<file path="src/rtl/assert_macros.svh">
// Assertion helpers for the RTL.
`ifndef ASSERT_MACROS_SVH
`define ASSERT_MACROS_SVH

`ifndef SYNTHESIS

`define PRL_ASSERT_IMP(lbl, clk, rst_n, ante, cons) \
    lbl: assert property (@(posedge clk) disable iff (!rst_n) (ante) |-> (cons)) \
        else $error("assertion failed");

`define PRL_ASSERT_NEXT(lbl, clk, rst_n, ante, cons) \
    lbl: assert property (@(posedge clk) disable iff (!rst_n) (ante) |=> (cons)) \
        else $error("assertion failed");

`else

`define PRL_ASSERT_IMP(lbl, clk, rst_n, ante, cons)

`define PRL_ASSERT_NEXT(lbl, clk, rst_n, ante, cons)

`endif

`endif

</file>
<file path="src/rtl/prl_pkg.sv">
`timescale 1ns / 1ps

package prl_pkg;

    localparam int MODE_W   = 3;
    localparam int POS_W    = 5;
    localparam int KEY_W    = 16;
    localparam int PAY_W    = 16;
    localparam int STATUS_W = 3;

    localparam int CAPACITY_DEF     = 16;
    localparam int KEY_BITS_DEF     = 16;
    localparam int PAYLOAD_BITS_DEF = 16;

    typedef enum logic [MODE_W-1:0] {
        MODE_INSERT,
        MODE_DELETE_POS,
        MODE_FIND,
        MODE_SORT,
        MODE_READ_ALL,
        MODE_DELETE_KEY
    } t_mode;

    typedef enum logic [STATUS_W-1:0] {
        ST_OK,
        ST_BADPOS,
        ST_FULL,
        ST_NOKEY,
        ST_EMPTY
    } t_status;

    typedef enum logic [1:0] {
        CELL_HOLD,
        CELL_LOAD,
        CELL_FROM_LEFT,
        CELL_FROM_RIGHT
    } t_cell_op;

endpackage

</file>
<file path="src/rtl/prl_req_if.sv">
`timescale 1ns / 1ps

interface prl_req_if import prl_pkg::*; ();
    logic               valid;
    logic               ready;
    logic [MODE_W-1:0]  mode;
    logic [POS_W-1:0]   position;
    logic [KEY_W-1:0]   key;
    logic [PAY_W-1:0]   payload;

    modport source (output valid, output mode, output position, output key,
                    output payload, input ready);
    modport sink   (input valid, input mode, input position, input key,
                    input payload, output ready);
endinterface

</file>
<file path="src/rtl/prl_rsp_if.sv">
`timescale 1ns / 1ps

interface prl_rsp_if import prl_pkg::*; ();
    logic                valid;
    logic                ready;
    logic [STATUS_W-1:0] status;
    logic [POS_W-1:0]    found_position;
    logic [KEY_W-1:0]    entry_key;
    logic [PAY_W-1:0]    entry_payload;
    logic [POS_W-1:0]    entry_count;
    logic                last;

    modport source (output valid, output status, output found_position,
                    output entry_key, output entry_payload, output entry_count,
                    output last, input ready);
    modport sink   (input valid, input status, input found_position,
                    input entry_key, input entry_payload, input entry_count,
                    input last, output ready);
endinterface

</file>
<file path="src/rtl/prl_cell.sv">
`timescale 1ns / 1ps

module prl_cell import prl_pkg::*; #(
    parameter int KEY_BITS     = KEY_BITS_DEF,
    parameter int PAYLOAD_BITS = PAYLOAD_BITS_DEF
) (
    input  logic                    i_clk,
    input  t_cell_op                i_op,
    input  logic [KEY_BITS-1:0]     i_new_key,
    input  logic [PAYLOAD_BITS-1:0] i_new_pay,
    input  logic [KEY_BITS-1:0]     i_left_key,
    input  logic [PAYLOAD_BITS-1:0] i_left_pay,
    input  logic [KEY_BITS-1:0]     i_right_key,
    input  logic [PAYLOAD_BITS-1:0] i_right_pay,
    output logic [KEY_BITS-1:0]     o_key,
    output logic [PAYLOAD_BITS-1:0] o_pay,
    output logic                    o_gt
);

    logic [KEY_BITS-1:0]     r_key;
    logic [PAYLOAD_BITS-1:0] r_pay;

    always_ff @(posedge i_clk) begin
        unique case (i_op)
            CELL_HOLD: begin
                r_key <= r_key;
            end
            CELL_LOAD: begin
                r_key <= i_new_key;
                r_pay <= i_new_pay;
            end
            CELL_FROM_LEFT: begin
                r_key <= i_left_key;
                r_pay <= i_left_pay;
            end
            CELL_FROM_RIGHT: begin
                r_key <= i_right_key;
                r_pay <= i_right_pay;
            end
        endcase
    end

    assign o_key = r_key;
    assign o_pay = r_pay;
    // strict compare keeps equal keys in order during sort
    assign o_gt  = r_key > i_right_key;

endmodule

</file>
<file path="src/rtl/positional_record_list.sv">
`timescale 1ns / 1ps

// Ordered list of up to CAPACITY records (key + payload) held in a row of
// cells. One request at a time is taken, only while the block is idle; the
// result sits in an output register so the next request can be taken while it
// waits. Insert, a bad position, a full list and an empty readout finish after
// accept and execute, as the cells shift by one place in the execute step.
// Mode codes 6/7 are dropped in the accept cycle and give no result.
// Find, delete by key and delete at a position rotate the whole ring once past
// cell 0 to locate the entry. Sort runs CAPACITY odd-even transposition phases.
// Readout also rotates the ring once, one result per cycle while the output
// register is free, and holds the ring while the result side holds ready low.
// The other modes likewise wait in their result step while an earlier result
// is still held in the output register.

`include "assert_macros.svh"

module positional_record_list import prl_pkg::*; #(
    parameter int CAPACITY     = CAPACITY_DEF,
    parameter int KEY_BITS     = KEY_BITS_DEF,
    parameter int PAYLOAD_BITS = PAYLOAD_BITS_DEF
) (
    input  logic      i_clk,
    input  logic      i_rst_n,
    prl_req_if.sink   i_req,
    prl_rsp_if.source o_rsp
);

    localparam int CW = $clog2(CAPACITY + 1);
    localparam int IW = $clog2(CAPACITY);
    localparam int PW = ((CW > POS_W) ? CW : POS_W) + 1;

    typedef enum logic [2:0] {
        S_IDLE,
        S_EXEC,
        S_SCAN,
        S_SORT,
        S_DONE
    } t_state;

    t_state                  r_state, n_state;
    logic [CW-1:0]           r_count, n_count;
    logic [IW-1:0]           r_step, n_step;
    logic                    r_hit, n_hit;
    logic [MODE_W-1:0]       r_mode;
    logic [POS_W-1:0]        r_pos;
    logic [KEY_BITS-1:0]     r_key;
    logic [PAYLOAD_BITS-1:0] r_pay;
    logic [IW-1:0]           r_idx;
    logic [KEY_BITS-1:0]     r_fkey;
    logic [PAYLOAD_BITS-1:0] r_fpay;

    logic                    r_out_valid;
    t_status                 r_out_status;
    logic [POS_W-1:0]        r_out_pos;
    logic [KEY_W-1:0]        r_out_key;
    logic [PAY_W-1:0]        r_out_pay;
    logic [POS_W-1:0]        r_out_count;
    logic                    r_out_last;

    logic [KEY_BITS-1:0]     w_cell_key [CAPACITY];
    logic [PAYLOAD_BITS-1:0] w_cell_pay [CAPACITY];
    logic                    w_gt       [CAPACITY];
    logic                    w_swap     [CAPACITY];
    t_cell_op                w_cell_op  [CAPACITY];

    logic                    w_slot;
    logic                    w_accept;
    logic                    w_emit;
    t_status                 w_em_status;
    logic [POS_W-1:0]        w_em_pos;
    logic [KEY_W-1:0]        w_em_key;
    logic [PAY_W-1:0]        w_em_pay;
    logic                    w_em_last;
    logic                    w_inc, w_dec;
    logic                    w_capture;
    logic                    w_in_range;
    logic                    w_match;
    logic                    w_scan_end;
    logic [PW-1:0]           w_pos_m1;
    logic [PW-1:0]           w_step_p1;
    logic                    w_ins_bad, w_full, w_del_bad;

    // cell row, closed into a ring for rotation
    for (genvar j = 0; j < CAPACITY; j++) begin : g_cell
        localparam int LEFT  = (j == 0) ? CAPACITY - 1 : j - 1;
        localparam int RIGHT = (j == CAPACITY - 1) ? 0 : j + 1;
        prl_cell #(
            .KEY_BITS     (KEY_BITS),
            .PAYLOAD_BITS (PAYLOAD_BITS)
        ) u_cell (
            .i_clk       (i_clk),
            .i_op        (w_cell_op[j]),
            .i_new_key   (r_key),
            .i_new_pay   (r_pay),
            .i_left_key  (w_cell_key[LEFT]),
            .i_left_pay  (w_cell_pay[LEFT]),
            .i_right_key (w_cell_key[RIGHT]),
            .i_right_pay (w_cell_pay[RIGHT]),
            .o_key       (w_cell_key[j]),
            .o_pay       (w_cell_pay[j]),
            .o_gt        (w_gt[j])
        );
    end

    assign w_slot     = !r_out_valid || o_rsp.ready;
    assign w_accept   = (r_state == S_IDLE) && i_req.valid;
    assign w_pos_m1   = PW'(r_pos) - PW'(1);
    assign w_step_p1  = PW'(r_step) + PW'(1);
    assign w_in_range = PW'(r_step) < PW'(r_count);
    assign w_scan_end = r_step == IW'(CAPACITY - 1);
    assign w_ins_bad  = (r_pos == '0) || (PW'(r_pos) > PW'(r_count) + PW'(1));
    assign w_full     = r_count == CW'(CAPACITY);
    assign w_del_bad  = (r_pos == '0) || (PW'(r_pos) > PW'(r_count));
    assign w_match    = (r_mode == MODE_DELETE_POS) ? (PW'(r_step) == w_pos_m1)
                                                    : (w_cell_key[0] == r_key);

    // odd-even transposition: pair (j, j+1) on phase parity, both in use
    always_comb begin
        for (int j = 0; j < CAPACITY; j++) begin
            w_swap[j] = (j < CAPACITY - 1) && (r_step[0] == 1'(j % 2))
                        && (PW'(j + 1) < PW'(r_count)) && w_gt[j];
        end
    end

    always_comb begin
        n_state     = r_state;
        n_step      = r_step;
        n_hit       = r_hit;
        w_emit      = 1'b0;
        w_em_status = ST_OK;
        w_em_pos    = '0;
        w_em_key    = '0;
        w_em_pay    = '0;
        w_em_last   = 1'b1;
        w_inc       = 1'b0;
        w_dec       = 1'b0;
        w_capture   = 1'b0;
        for (int j = 0; j < CAPACITY; j++) begin
            w_cell_op[j] = CELL_HOLD;
        end

        unique case (r_state)
            S_IDLE: begin
                if (w_accept && (i_req.mode <= MODE_DELETE_KEY)) begin
                    n_state = S_EXEC;
                end
            end
            S_EXEC: begin
                if (w_slot) begin
                    unique case (r_mode)
                        MODE_INSERT: begin
                            w_emit  = 1'b1;
                            n_state = S_IDLE;
                            if (w_ins_bad) begin
                                w_em_status = ST_BADPOS;
                            end else if (w_full) begin
                                w_em_status = ST_FULL;
                            end else begin
                                w_em_pos = r_pos;
                                w_em_key = KEY_W'(r_key);
                                w_em_pay = PAY_W'(r_pay);
                                w_inc    = 1'b1;
                                for (int j = 0; j < CAPACITY; j++) begin
                                    if (PW'(j) > w_pos_m1) begin
                                        w_cell_op[j] = CELL_FROM_LEFT;
                                    end else if (PW'(j) == w_pos_m1) begin
                                        w_cell_op[j] = CELL_LOAD;
                                    end
                                end
                            end
                        end
                        MODE_DELETE_POS: begin
                            if (w_del_bad) begin
                                w_emit      = 1'b1;
                                w_em_status = ST_BADPOS;
                                n_state     = S_IDLE;
                            end else begin
                                n_state = S_SCAN;
                            end
                        end
                        MODE_FIND, MODE_DELETE_KEY: begin
                            n_state = S_SCAN;
                        end
                        MODE_SORT: begin
                            n_state = S_SORT;
                        end
                        MODE_READ_ALL: begin
                            if (r_count == '0) begin
                                w_emit      = 1'b1;
                                w_em_status = ST_EMPTY;
                                n_state     = S_IDLE;
                            end else begin
                                n_state = S_SCAN;
                            end
                        end
                        default: begin
                            n_state = S_IDLE;
                        end
                    endcase
                end
            end
            S_SCAN: begin
                // readout holds the ring while a result cannot be written
                if (!((r_mode == MODE_READ_ALL) && w_in_range && !w_slot)) begin
                    for (int j = 0; j < CAPACITY; j++) begin
                        w_cell_op[j] = CELL_FROM_RIGHT;
                    end
                    if (r_mode == MODE_READ_ALL) begin
                        if (w_in_range) begin
                            w_emit    = 1'b1;
                            w_em_pos  = POS_W'(w_step_p1);
                            w_em_key  = KEY_W'(w_cell_key[0]);
                            w_em_pay  = PAY_W'(w_cell_pay[0]);
                            w_em_last = w_step_p1 == PW'(r_count);
                        end
                    end else if (w_in_range && !r_hit && w_match) begin
                        n_hit     = 1'b1;
                        w_capture = 1'b1;
                    end
                    if (w_scan_end) begin
                        n_step  = '0;
                        n_state = (r_mode == MODE_READ_ALL) ? S_IDLE : S_DONE;
                    end else begin
                        n_step = r_step + IW'(1);
                    end
                end
            end
            S_SORT: begin
                for (int j = 0; j < CAPACITY; j++) begin
                    if (w_swap[j]) begin
                        w_cell_op[j] = CELL_FROM_RIGHT;
                    end else if ((j > 0) && w_swap[(j > 0) ? j - 1 : 0]) begin
                        w_cell_op[j] = CELL_FROM_LEFT;
                    end
                end
                if (w_scan_end) begin
                    n_step  = '0;
                    n_state = S_DONE;
                end else begin
                    n_step = r_step + IW'(1);
                end
            end
            S_DONE: begin
                if (w_slot) begin
                    w_emit  = 1'b1;
                    n_state = S_IDLE;
                    n_hit   = 1'b0;
                    if (r_mode != MODE_SORT) begin
                        if (r_hit) begin
                            w_em_pos = POS_W'(PW'(r_idx) + PW'(1));
                            w_em_key = KEY_W'(r_fkey);
                            w_em_pay = PAY_W'(r_fpay);
                            if (r_mode != MODE_FIND) begin
                                w_dec = 1'b1;
                                for (int j = 0; j < CAPACITY; j++) begin
                                    if (PW'(j) >= PW'(r_idx)) begin
                                        w_cell_op[j] = CELL_FROM_RIGHT;
                                    end
                                end
                            end
                        end else begin
                            w_em_status = ST_NOKEY;
                        end
                    end
                end
            end
        endcase
    end

    assign n_count = r_count + CW'(w_inc) - CW'(w_dec);

    always_ff @(posedge i_clk) begin
        if (!i_rst_n) begin
            r_state     <= S_IDLE;
            r_count     <= '0;
            r_step      <= '0;
            r_hit       <= 1'b0;
            r_out_valid <= 1'b0;
        end else begin
            r_state <= n_state;
            r_count <= n_count;
            r_step  <= n_step;
            r_hit   <= n_hit;
            if (w_accept) begin
                r_mode <= i_req.mode;
                r_pos  <= i_req.position;
                r_key  <= KEY_BITS'(i_req.key);
                r_pay  <= PAYLOAD_BITS'(i_req.payload);
            end
            if (w_capture) begin
                r_idx  <= r_step;
                r_fkey <= w_cell_key[0];
                r_fpay <= w_cell_pay[0];
            end
            if (w_emit) begin
                r_out_valid  <= 1'b1;
                r_out_status <= w_em_status;
                r_out_pos    <= w_em_pos;
                r_out_key    <= w_em_key;
                r_out_pay    <= w_em_pay;
                r_out_count  <= POS_W'(n_count);
                r_out_last   <= w_em_last;
            end else if (o_rsp.ready) begin
                r_out_valid <= 1'b0;
            end
        end
    end

    assign i_req.ready          = r_state == S_IDLE;
    assign o_rsp.valid          = r_out_valid;
    assign o_rsp.status         = r_out_status;
    assign o_rsp.found_position = r_out_pos;
    assign o_rsp.entry_key      = r_out_key;
    assign o_rsp.entry_payload  = r_out_pay;
    assign o_rsp.entry_count    = r_out_count;
    assign o_rsp.last           = r_out_last;

    `PRL_ASSERT_IMP(a_count_max, i_clk, i_rst_n, 1'b1, r_count <= CW'(CAPACITY))
    `PRL_ASSERT_NEXT(a_count_moves, i_clk, i_rst_n, r_state != S_EXEC && r_state != S_DONE, r_count == $past(r_count))
    `PRL_ASSERT_IMP(a_ring_home, i_clk, i_rst_n, r_state == S_IDLE, r_step == '0 && !r_hit)
    `PRL_ASSERT_IMP(a_empty_count, i_clk, i_rst_n, r_out_valid && r_out_status == ST_EMPTY, r_out_count == '0)

endmodule

</file>
<file path="src/flat_wrapper.sv">
// flat-port wrapper written by rule: the top's interface ports become plain ports
module positional_record_list_flat import prl_pkg::*;
#(
    parameter int CAPACITY     = CAPACITY_DEF,
    parameter int KEY_BITS     = KEY_BITS_DEF,
    parameter int PAYLOAD_BITS = PAYLOAD_BITS_DEF
)
  (i_clk, i_rst_n, i_req_valid, i_req_mode, i_req_position, i_req_key, i_req_payload, i_req_ready, o_rsp_valid, o_rsp_status, o_rsp_found_position, o_rsp_entry_key, o_rsp_entry_payload, o_rsp_entry_count, o_rsp_last, o_rsp_ready);
  prl_req_if i_req_i ();
  prl_rsp_if o_rsp_i ();
  input  logic i_clk;
  input  logic i_rst_n;
  input wire logic [$bits(i_req_i.valid)-1:0] i_req_valid;
  input wire logic [$bits(i_req_i.mode)-1:0] i_req_mode;
  input wire logic [$bits(i_req_i.position)-1:0] i_req_position;
  input wire logic [$bits(i_req_i.key)-1:0] i_req_key;
  input wire logic [$bits(i_req_i.payload)-1:0] i_req_payload;
  output wire logic [$bits(i_req_i.ready)-1:0] i_req_ready;
  output wire logic [$bits(o_rsp_i.valid)-1:0] o_rsp_valid;
  output wire logic [$bits(o_rsp_i.status)-1:0] o_rsp_status;
  output wire logic [$bits(o_rsp_i.found_position)-1:0] o_rsp_found_position;
  output wire logic [$bits(o_rsp_i.entry_key)-1:0] o_rsp_entry_key;
  output wire logic [$bits(o_rsp_i.entry_payload)-1:0] o_rsp_entry_payload;
  output wire logic [$bits(o_rsp_i.entry_count)-1:0] o_rsp_entry_count;
  output wire logic [$bits(o_rsp_i.last)-1:0] o_rsp_last;
  input wire logic [$bits(o_rsp_i.ready)-1:0] o_rsp_ready;
  assign i_req_i.valid = i_req_valid;
  assign i_req_i.mode = i_req_mode;
  assign i_req_i.position = i_req_position;
  assign i_req_i.key = i_req_key;
  assign i_req_i.payload = i_req_payload;
  assign i_req_ready = i_req_i.ready;
  assign o_rsp_valid = o_rsp_i.valid;
  assign o_rsp_status = o_rsp_i.status;
  assign o_rsp_found_position = o_rsp_i.found_position;
  assign o_rsp_entry_key = o_rsp_i.entry_key;
  assign o_rsp_entry_payload = o_rsp_i.entry_payload;
  assign o_rsp_entry_count = o_rsp_i.entry_count;
  assign o_rsp_last = o_rsp_i.last;
  assign o_rsp_i.ready = o_rsp_ready;
  positional_record_list #(.CAPACITY(CAPACITY), .KEY_BITS(KEY_BITS), .PAYLOAD_BITS(PAYLOAD_BITS)) u_core (.i_clk(i_clk), .i_rst_n(i_rst_n), .i_req(i_req_i), .o_rsp(o_rsp_i));
endmodule
</file>
<file path="config.mk">
export PLATFORM = sky130hd
export DESIGN_NAME = positional_record_list_flat
export DESIGN_NICKNAME = d
export VERILOG_FILES = /design/src/rtl/prl_pkg.sv /design/src/rtl/prl_req_if.sv /design/src/rtl/prl_rsp_if.sv /design/src/rtl/prl_cell.sv /design/src/rtl/positional_record_list.sv /design/src/flat_wrapper.sv
export VERILOG_INCLUDE_DIRS = /design/src /design/src/rtl
export SDC_FILE = /design/constraint.sdc
export NUM_CORES = 1
export LEC_CHECK = 0
export ABC_CLOCK_PERIOD_IN_PS = 9000
export BUFFER_PORTS_ARGS = -buffer_cell sky130_fd_sc_hd__buf_2
export CORE_MARGIN = 3
export CORE_UTILIZATION = 60
export DETAILED_ROUTE_END_ITERATION = 6
export MAX_ROUTING_LAYER = met4
export PLACE_DENSITY = 0.77
export RECOVER_POWER = 25
export SLEW_MARGIN = 25
export SYNTH_ARGS = -nofsm -noshare
export SYNTH_HDL_FRONTEND = slang
export SYNTH_HIERARCHICAL = 1
export SYNTH_SLANG_ARGS = --single-unit
</file>
<file path="constraint.sdc">
create_clock -name i_clk -period 9 [get_ports i_clk]
set_input_delay 0.45 -clock i_clk [delete_from_list [all_inputs] [get_ports i_clk]]
set_output_delay 0.45 -clock i_clk [all_outputs]
set_load 0.01 [all_outputs]
</file>
==> summary.txt, run 1 <==
Run status
  – Outcome: complete, but fails checks
  – Violated checks: capacitance limit, slew limit

Worst setup path
  – Critical path's most frequent cell: and3_1
  – Critical Path Max Stage Delay: ~2 ns
  – WP data arrival: 6.72 ns
  – Crit Path Category: flip-flop to flip-flop
  – Number of buffers and inverters on the critical path: 2
  – Crit-path leading delay family: buffers and inverters
  – Critical Path Start Type: flip-flop
  – Slowest-stage cell, CP: clkbuf_1
  – Critical Path RT: 9.26 ns
  – Max FO, Critical Path: 44
  – Setup crit end kind: flip-flop
  – Cells along the critical path: inv_1 -> xnor2_1 -> ha_1 -> and3_1 -> and3_1 -> a211o_1 -> and2_2 -> a211o_2 -> clkbuf_1 -> or2_2

Yosys
  – Synth warnings: 6
  – Mapped cell area: 0.0395 mm²
  – Cell count after synthesis: 3728
  – Mapped Nets: 4051
  – Syn Area/Cell: 10.6 µm²

Power and ir drop
  – PD cells: 187 mW/mm²
  – Switching share of power: 29.3%
  – Net Sw Power: 0.00237 W
  – Combinational power share: 15.9%
  – Leakage: 16.1 nW
  – Power share of the clock group: 35.2%
  – Int Pwr: 0.00571 W
  – Sequential share of power: 49.0%
  – Peak VDD IR: ~180 µV

CTS
  – Root Buffer: clkbuf_16
  – H-tree depth: 3
  – CTS sink count: 648
  – Clock transition at the registers of the reported paths: around 0.06 ns
  – Latest clock arrival within the worst-skew pair: 0.64 ns
  – Buffer levels on the longest clock path: 3
  – CTS tree: done
  – CTS Buf Count: 72
  – Post_cts resized: 0

Timing
  – Tightest Pin Transition: 2.85 ns
  – Unrepaired setup endpoints after global routing: no
  – Period utilisation layout: around 70%
  – # setup viols final: 0
  – Fmax: 155 MHz
  – Setup Skew: 0.0233 ns
  – Final min period: about 6.5 ns
  – Final-report max-slew violation count: 204
  – Rel. slew slack: -90.1%
  – Setup_tns: 0 ns
  – Final hold violation count: 0
  – Worst Hold Slack: 0.0523 ns

Detailed routing
  – Initial DRC Count: 3602
  – Via Count: 30300
  – WL final: between 100 and 150 mm
  – Routed length per instance: about 26 µm
  – DR pass1 iterations: 6
  – Routed Antenna Nets: 0
  – DRC viols: 0
  – Vias per inst: around 6.5

Floorplan
  – # IOs: 92
  – Initial Util: 61.0%
  – Row count: 93
  – Chip Height: 263 µm
  – Die X: 263 µm
  – Total die area: 0.0690 mm²
  – Core box area: approximately 0.065 mm²

GRT
  – Grt ovf: 0
  – Vias in the first global route: 28900
  – First-pass GRT wire length: ~180 mm
  – Largest net degree at the start of global routing: 66
  – Initial antenna violation count: 1
  – Total GRT Usage: 35.5%

Finish
  – Fin nets: 4095
  – Area delta synth->final: 9.07%
  – Final core occ: 66.5%
  – Layout cells sized above 1: 6.75%

Place
  – GP Congestion: 0.947
  – Post-DP HPWL: 84.7 mm
  – Number of port buffers: 91

Job
  – Maximum capacitance violations: 7

Min path
  – Hold Path Class: primary input to flip-flop
[layer usage]
layer  share of wire (%)  global-route usage [%]
met4                 6.2                    18.1
met3                 8.9                    5.95
met2                  47                    55.9
met5                   0                       -
met1                  38                    44.6
[worst register-to-register path, delay by kind of cell (launching register included)]
kind            cells  cell delay (ns)
buf+inv             2             2.25
simple gates        4             2.25
flops               1             0.62
compound gates      2             0.45
fa+ha+maj           1             0.29
xor+xnor            1             0.20
[final cells by class]
cell class / count / area (µm²)
Antenna cell: 3 / 7.51
Multi-Input combinational cell: 2603 / 18400
Fill cell: 4985 / 21700
Sequential cell: 648 / 19300
Clock buffer: 91 / 1940
Timing Repair Buffer: 182 / 1130
Inverter: 265 / 995
Clock inverter: 35 / 265
Tap cell: 855 / 1070
[layout by cell type, fill, tap and decap left out, types with 14 or more instances in the layout]
cell type and count:
o21ai_0 50, a21oi_1 615, mux2i_1 513, xor2_1 17, dlygate4sd3_1 34, or2_2 15, a21o_1 16, buf_4 52
dfxtp_1 14, clkbuf_16 73, o31a_1 15, edfxtp_1 634, nand2_1 79, and3_1 16, a221o_1 50, nand4_1 52
clkinv_1 15, nor2_1 549, ha_1 278, and2_1 51, xnor2_1 20, nand3_1 56, inv_1 264, buf_2 33
nor3_1 16, clkbuf_1 75, nor2b_1 27
[repair_timing]
action / 4_1_cts / 5_1_grt
endpoints found under the hold margin: 34 / 0
hold buffers: 34 / 0
buffers inserted: 0 / 0
[stage by stage]
stage / total power, W / std cells / setup slack, ns / cell area (µm²)
final: 0.00808 / 4682 / 2.54 / 43100
after global routing: 0.00837 / 4680 / 2.30 / 43100
after CTS: 0.00806 / 4679 / 3.25 / 43200
after detailed placement: 0.00524 / 4519 / 3.28 / 40700
after global placement: 0.00518 / 4519 / 3.34 / 40700
after floorplan: 0.00476 / 3728 / 3.30 / 39500
[flip-flops by register name (all words and copies together) (netlist names), 16 cells and up]
signal	cells
u_core/r_pay	16
u_core/r_key	16
u_core/o_rsp.entry_payload	16
u_core/g_cell.u_cell/o_key	256
u_core/g_cell.u_cell/o_pay	256
u_core/r_fpay	16
u_core/r_fkey	16
u_core/o_rsp.entry_key	16
[power groups by stage]
stage | registers, W | logic (W) | clock network, W
floorplan | 0.00382 | 0.000942 | 0
global placement | 0.00400 | 0.00119 | 0
detailed placement | 0.00400 | 0.00124 | 0
CTS | 0.00394 | 0.00126 | 0.00286
global route | 0.00396 | 0.00142 | 0.00299
finish | 0.00396 | 0.00128 | 0.00284
[worst paths after layout]
kind                                     startpoint                           endpoint  slack [ns]  cells after the start
setup / recovery                  u_core/r_count[4]  u_core/g_cell[15].u_cell/o_key[1]        2.54                     10
hold / removal                        i_req_mode[2]                   u_core/r_mode[2]        0.05                      1
setup reg to reg                  u_core/r_count[4]  u_core/g_cell[15].u_cell/o_key[1]        2.54                     10
hold reg to reg   u_core/g_cell[0].u_cell/o_pay[11]                  u_core/r_fpay[11]        0.54                      0
(Power assumes the default switching activity.)
==> inputs of run 2 (changes only) <==
ABC_CLOCK_PERIOD_IN_PS = 5500   (was 9000)
CORE_UTILIZATION = 58   (was 60)
PLACE_DENSITY = 0.78   (was 0.77)
clock period = 5.5 ns   (was 9 ns; I/O delays follow)
==> run 2 against run 1 <==
Compared with the run above: the flow still finishes with violations (capacitance limit, slew limit); critical path type unchanged; count of clock-buffer cells in the layout rose by 1; global-route usage fell by 0.99 points; flip-flop and latch count did not move; critical path depth did not move; die area rose by 3.4%; first-iteration DRC count fell by 8.0%; clock power rose by 65%; clock skew fell by 0.0028 ns; worst setup slack got worse by 1.9 ns; highest routed layer unchanged; utilization fell by 1.8 points.
==> summary.txt, run 2 (same netlist as run 1, synthesis figures left out) <==
CTS
  – Clock transition at the registers of the reported paths: 0.06 ns (about the same)
  – Root Buffer: clkbuf_16
  – CTS Buf Count: 72 (unchanged)
  – Setup bufs post-CTS: 0 (unchanged)
  – CTS sink count: 648 (unchanged)
  – Buffer levels on the longest clock path: 3 (unchanged)
  – CTS tree: done
  – Latest clock arrival within the worst-skew pair: 0.62 ns (-0.02 ns)
  – H-tree depth: 3 (unchanged)

Power and ir drop
  – PD cells: 306 mW/mm² (+63%)
  – Leakage: 16.3 nW (+1.3%)
  – Peak VDD IR: 306 µV (+68%)

Floorplan
  – Total die area: 0.0713 mm² (+3.4%)
  – Chip Height: 267 µm (+1.7%)
  – # IOs: 92 (unchanged)
  – Die X: 267 µm (+1.7%)
  – Initial Util: 58.7% (-2.2 points)
  – Core box area: 0.0673 mm² (+3.8%)
  – Row count: 95 (+2.2%)

Job
  – Maximum capacitance violations: 5 (-2)

Place
  – Number of port buffers: 91 (unchanged)
  – Placed cell count: 4562 (+0.95%)
  – GP Congestion: 0.969 (+2.3%)
  – Post-DP HPWL: 84.9 mm (+0.26%)

Timing
  – Final min period: 4.89 ns (-1.57 ns)
  – # setup viols final: 0 (unchanged)
  – Final hold violation count: 0 (unchanged)
  – Rel. slew slack: -40.7% (+49 points)
  – Worst Hold Slack: 0.0605 ns (+0.00820 ns)
  – Tightest Pin Transition: 2.11 ns (-0.742 ns)
  – Final-report max-slew violation count: 159 (-22%)
  – Setup_tns: 0 ns (unchanged)
  – Setup Skew: 0.0205 ns (-0.00278 ns)
  – Unrepaired setup endpoints after global routing: no
  – Fmax: 204 MHz (+32%)
  – Period utilisation layout: 89.0% (+17 points)

GRT
  – Largest net degree at the start of global routing: 66 (unchanged)
  – First-pass GRT wire length: 181 mm (about the same)
  – GR peak layer: met2
  – Grt ovf: 0 (unchanged)
  – Met3 Use GR: 4.71% (-1.2 points)
  – Grt met2 use: 58.1% (+2.2 points)
  – Grt met1 use: 41.7% (-2.9 points)
  – Vias in the first global route: 29000 (+0.51%)
  – Initial antenna violation count: 1 (unchanged)
  – Total GRT Usage: 34.5% (-0.99 points)

Run status
  – Violated checks: capacitance limit, slew limit
  – Outcome: complete, but fails checks

Worst setup path
  – Crit Path Category: flip-flop to flip-flop
  – Critical Path Start Type: flip-flop
  – Critical Path RT: 5.82 ns (-3.44 ns)
  – Setup crit end kind: flip-flop
  – Max FO, Critical Path: 22 (-50%)
  – Worst reg2reg path depth: 10 (unchanged)
  – WP data arrival: 5.21 ns (-1.51 ns)

Finish
  – Layout Cells excl Fill: 4730 (+1.0%)
  – Fin nets: 4127 (+0.78%)
  – Layout cells sized above 1: 7.42% (+0.67 points)
  – Area delta synth->final: 10.1%
  – Most common cell after layout, fill and taps aside: edfxtp_1
  – Most frequent cells in the layout: 634 x edfxtp_1, 615 x a21oi_1, 549 x nor2_1

Detailed routing
  – Routed length per instance: 25.5 µm (-2.3%)
  – WL final: 120 mm (-1.3%)
  – DRC viols: 0 (unchanged)
  – Vias per inst: 6.44 (-0.59%)
  – Routed Antenna Nets: 0 (unchanged)
  – Via Count: 30400 (+0.43%)
  – DR pass1 iterations: 7 (+1)
  – Initial DRC Count: 3315 (-8.0%)

Min path
  – Hold path depth: 3 (+2)
  – Hold Path Class: primary input to flip-flop
[run 2: cell types whose count changed in the layout (fill, tap and decap cells not counted), moves of 3 or more]
cell / change
buf_4: +16
clkinv_1: -3
buf_12: +8
buf_2: +5
clkbuf_8: -3
dlygate4sd3_1: +6
[run 2: worst max-delay path, stage by stage, from the launching register on]
cell      delay (ns)
edfxtp_1        0.64
inv_1           0.17
ha_1            0.37
o21bai_1        0.26
nor2b_1         0.17
o32ai_1         0.49
nand3_1         0.14
buf_4           0.24
o21ai_4         0.16
or2_0           1.50
buf_4           0.44
[run 2: worst paths after layout]
check / from / end / slack [ns]
max: u_core/r_pos[1] / u_core/g_cell[2].u_cell/o_pay[6] / 0.61
max reg2reg: u_core/r_pos[1] / u_core/g_cell[2].u_cell/o_pay[6] / 0.61
min reg2reg: u_core/g_cell[0].u_cell/o_pay[13] / u_core/r_fpay[13] / 0.58
min: i_rst_n / u_core/r_state[0] / 0.06
[run 2: timing repair]
action / in CTS / in global routing
endpoints found under the hold margin: 40 / 0
hold buffers: 40 / 0
gates resized for setup: 0 / 0
setup endpoints to repair: 0 / 0
[run 2: routing by layer]
layer / share of wire [%] / wire length (µm)
met1: 37 / 44800
met2: 49 / 59600
met3: 8.1 / 9760
met4: 5.3 / 6330
met5: 0 / 0
[run 2: area by class of cell]
cell class	count	area, µm²
fillers	5176	23800
inverters	265	995
clock inverters	34	314
flip-flops and latches	648	19300
repair buffers	214	1490
clock buffers	92	1940
multi-input cells	2603	18400
well taps	873	1090
diodes	1	2.50
[run 2: where the power goes]
| part | total, W | switching (W) | internal (W) |
|---|---|---|---|
| Combinational | 0.00216 | 0.00134 | 0.000816 |
| Sequential | 0.00644 | 0.000493 | 0.00595 |
| Clock | 0.00470 | 0.00201 | 0.00269 |
| Total | 0.0133 | 0.00384 | 0.00945 |
[run 2: per-stage QoR]
stage                     setup WS (ns)  power [W]  instance area [µm²]  utilization, %
after floorplan                   0.238    0.00779                39500               -
after CTS                          1.15     0.0133                43600            64.9
after global placement             1.09    0.00852                41000            60.9
after detailed placement           1.18    0.00860                41000            60.9
after global routing              0.442     0.0138                43500            64.7
final                             0.606     0.0133                43500            64.7
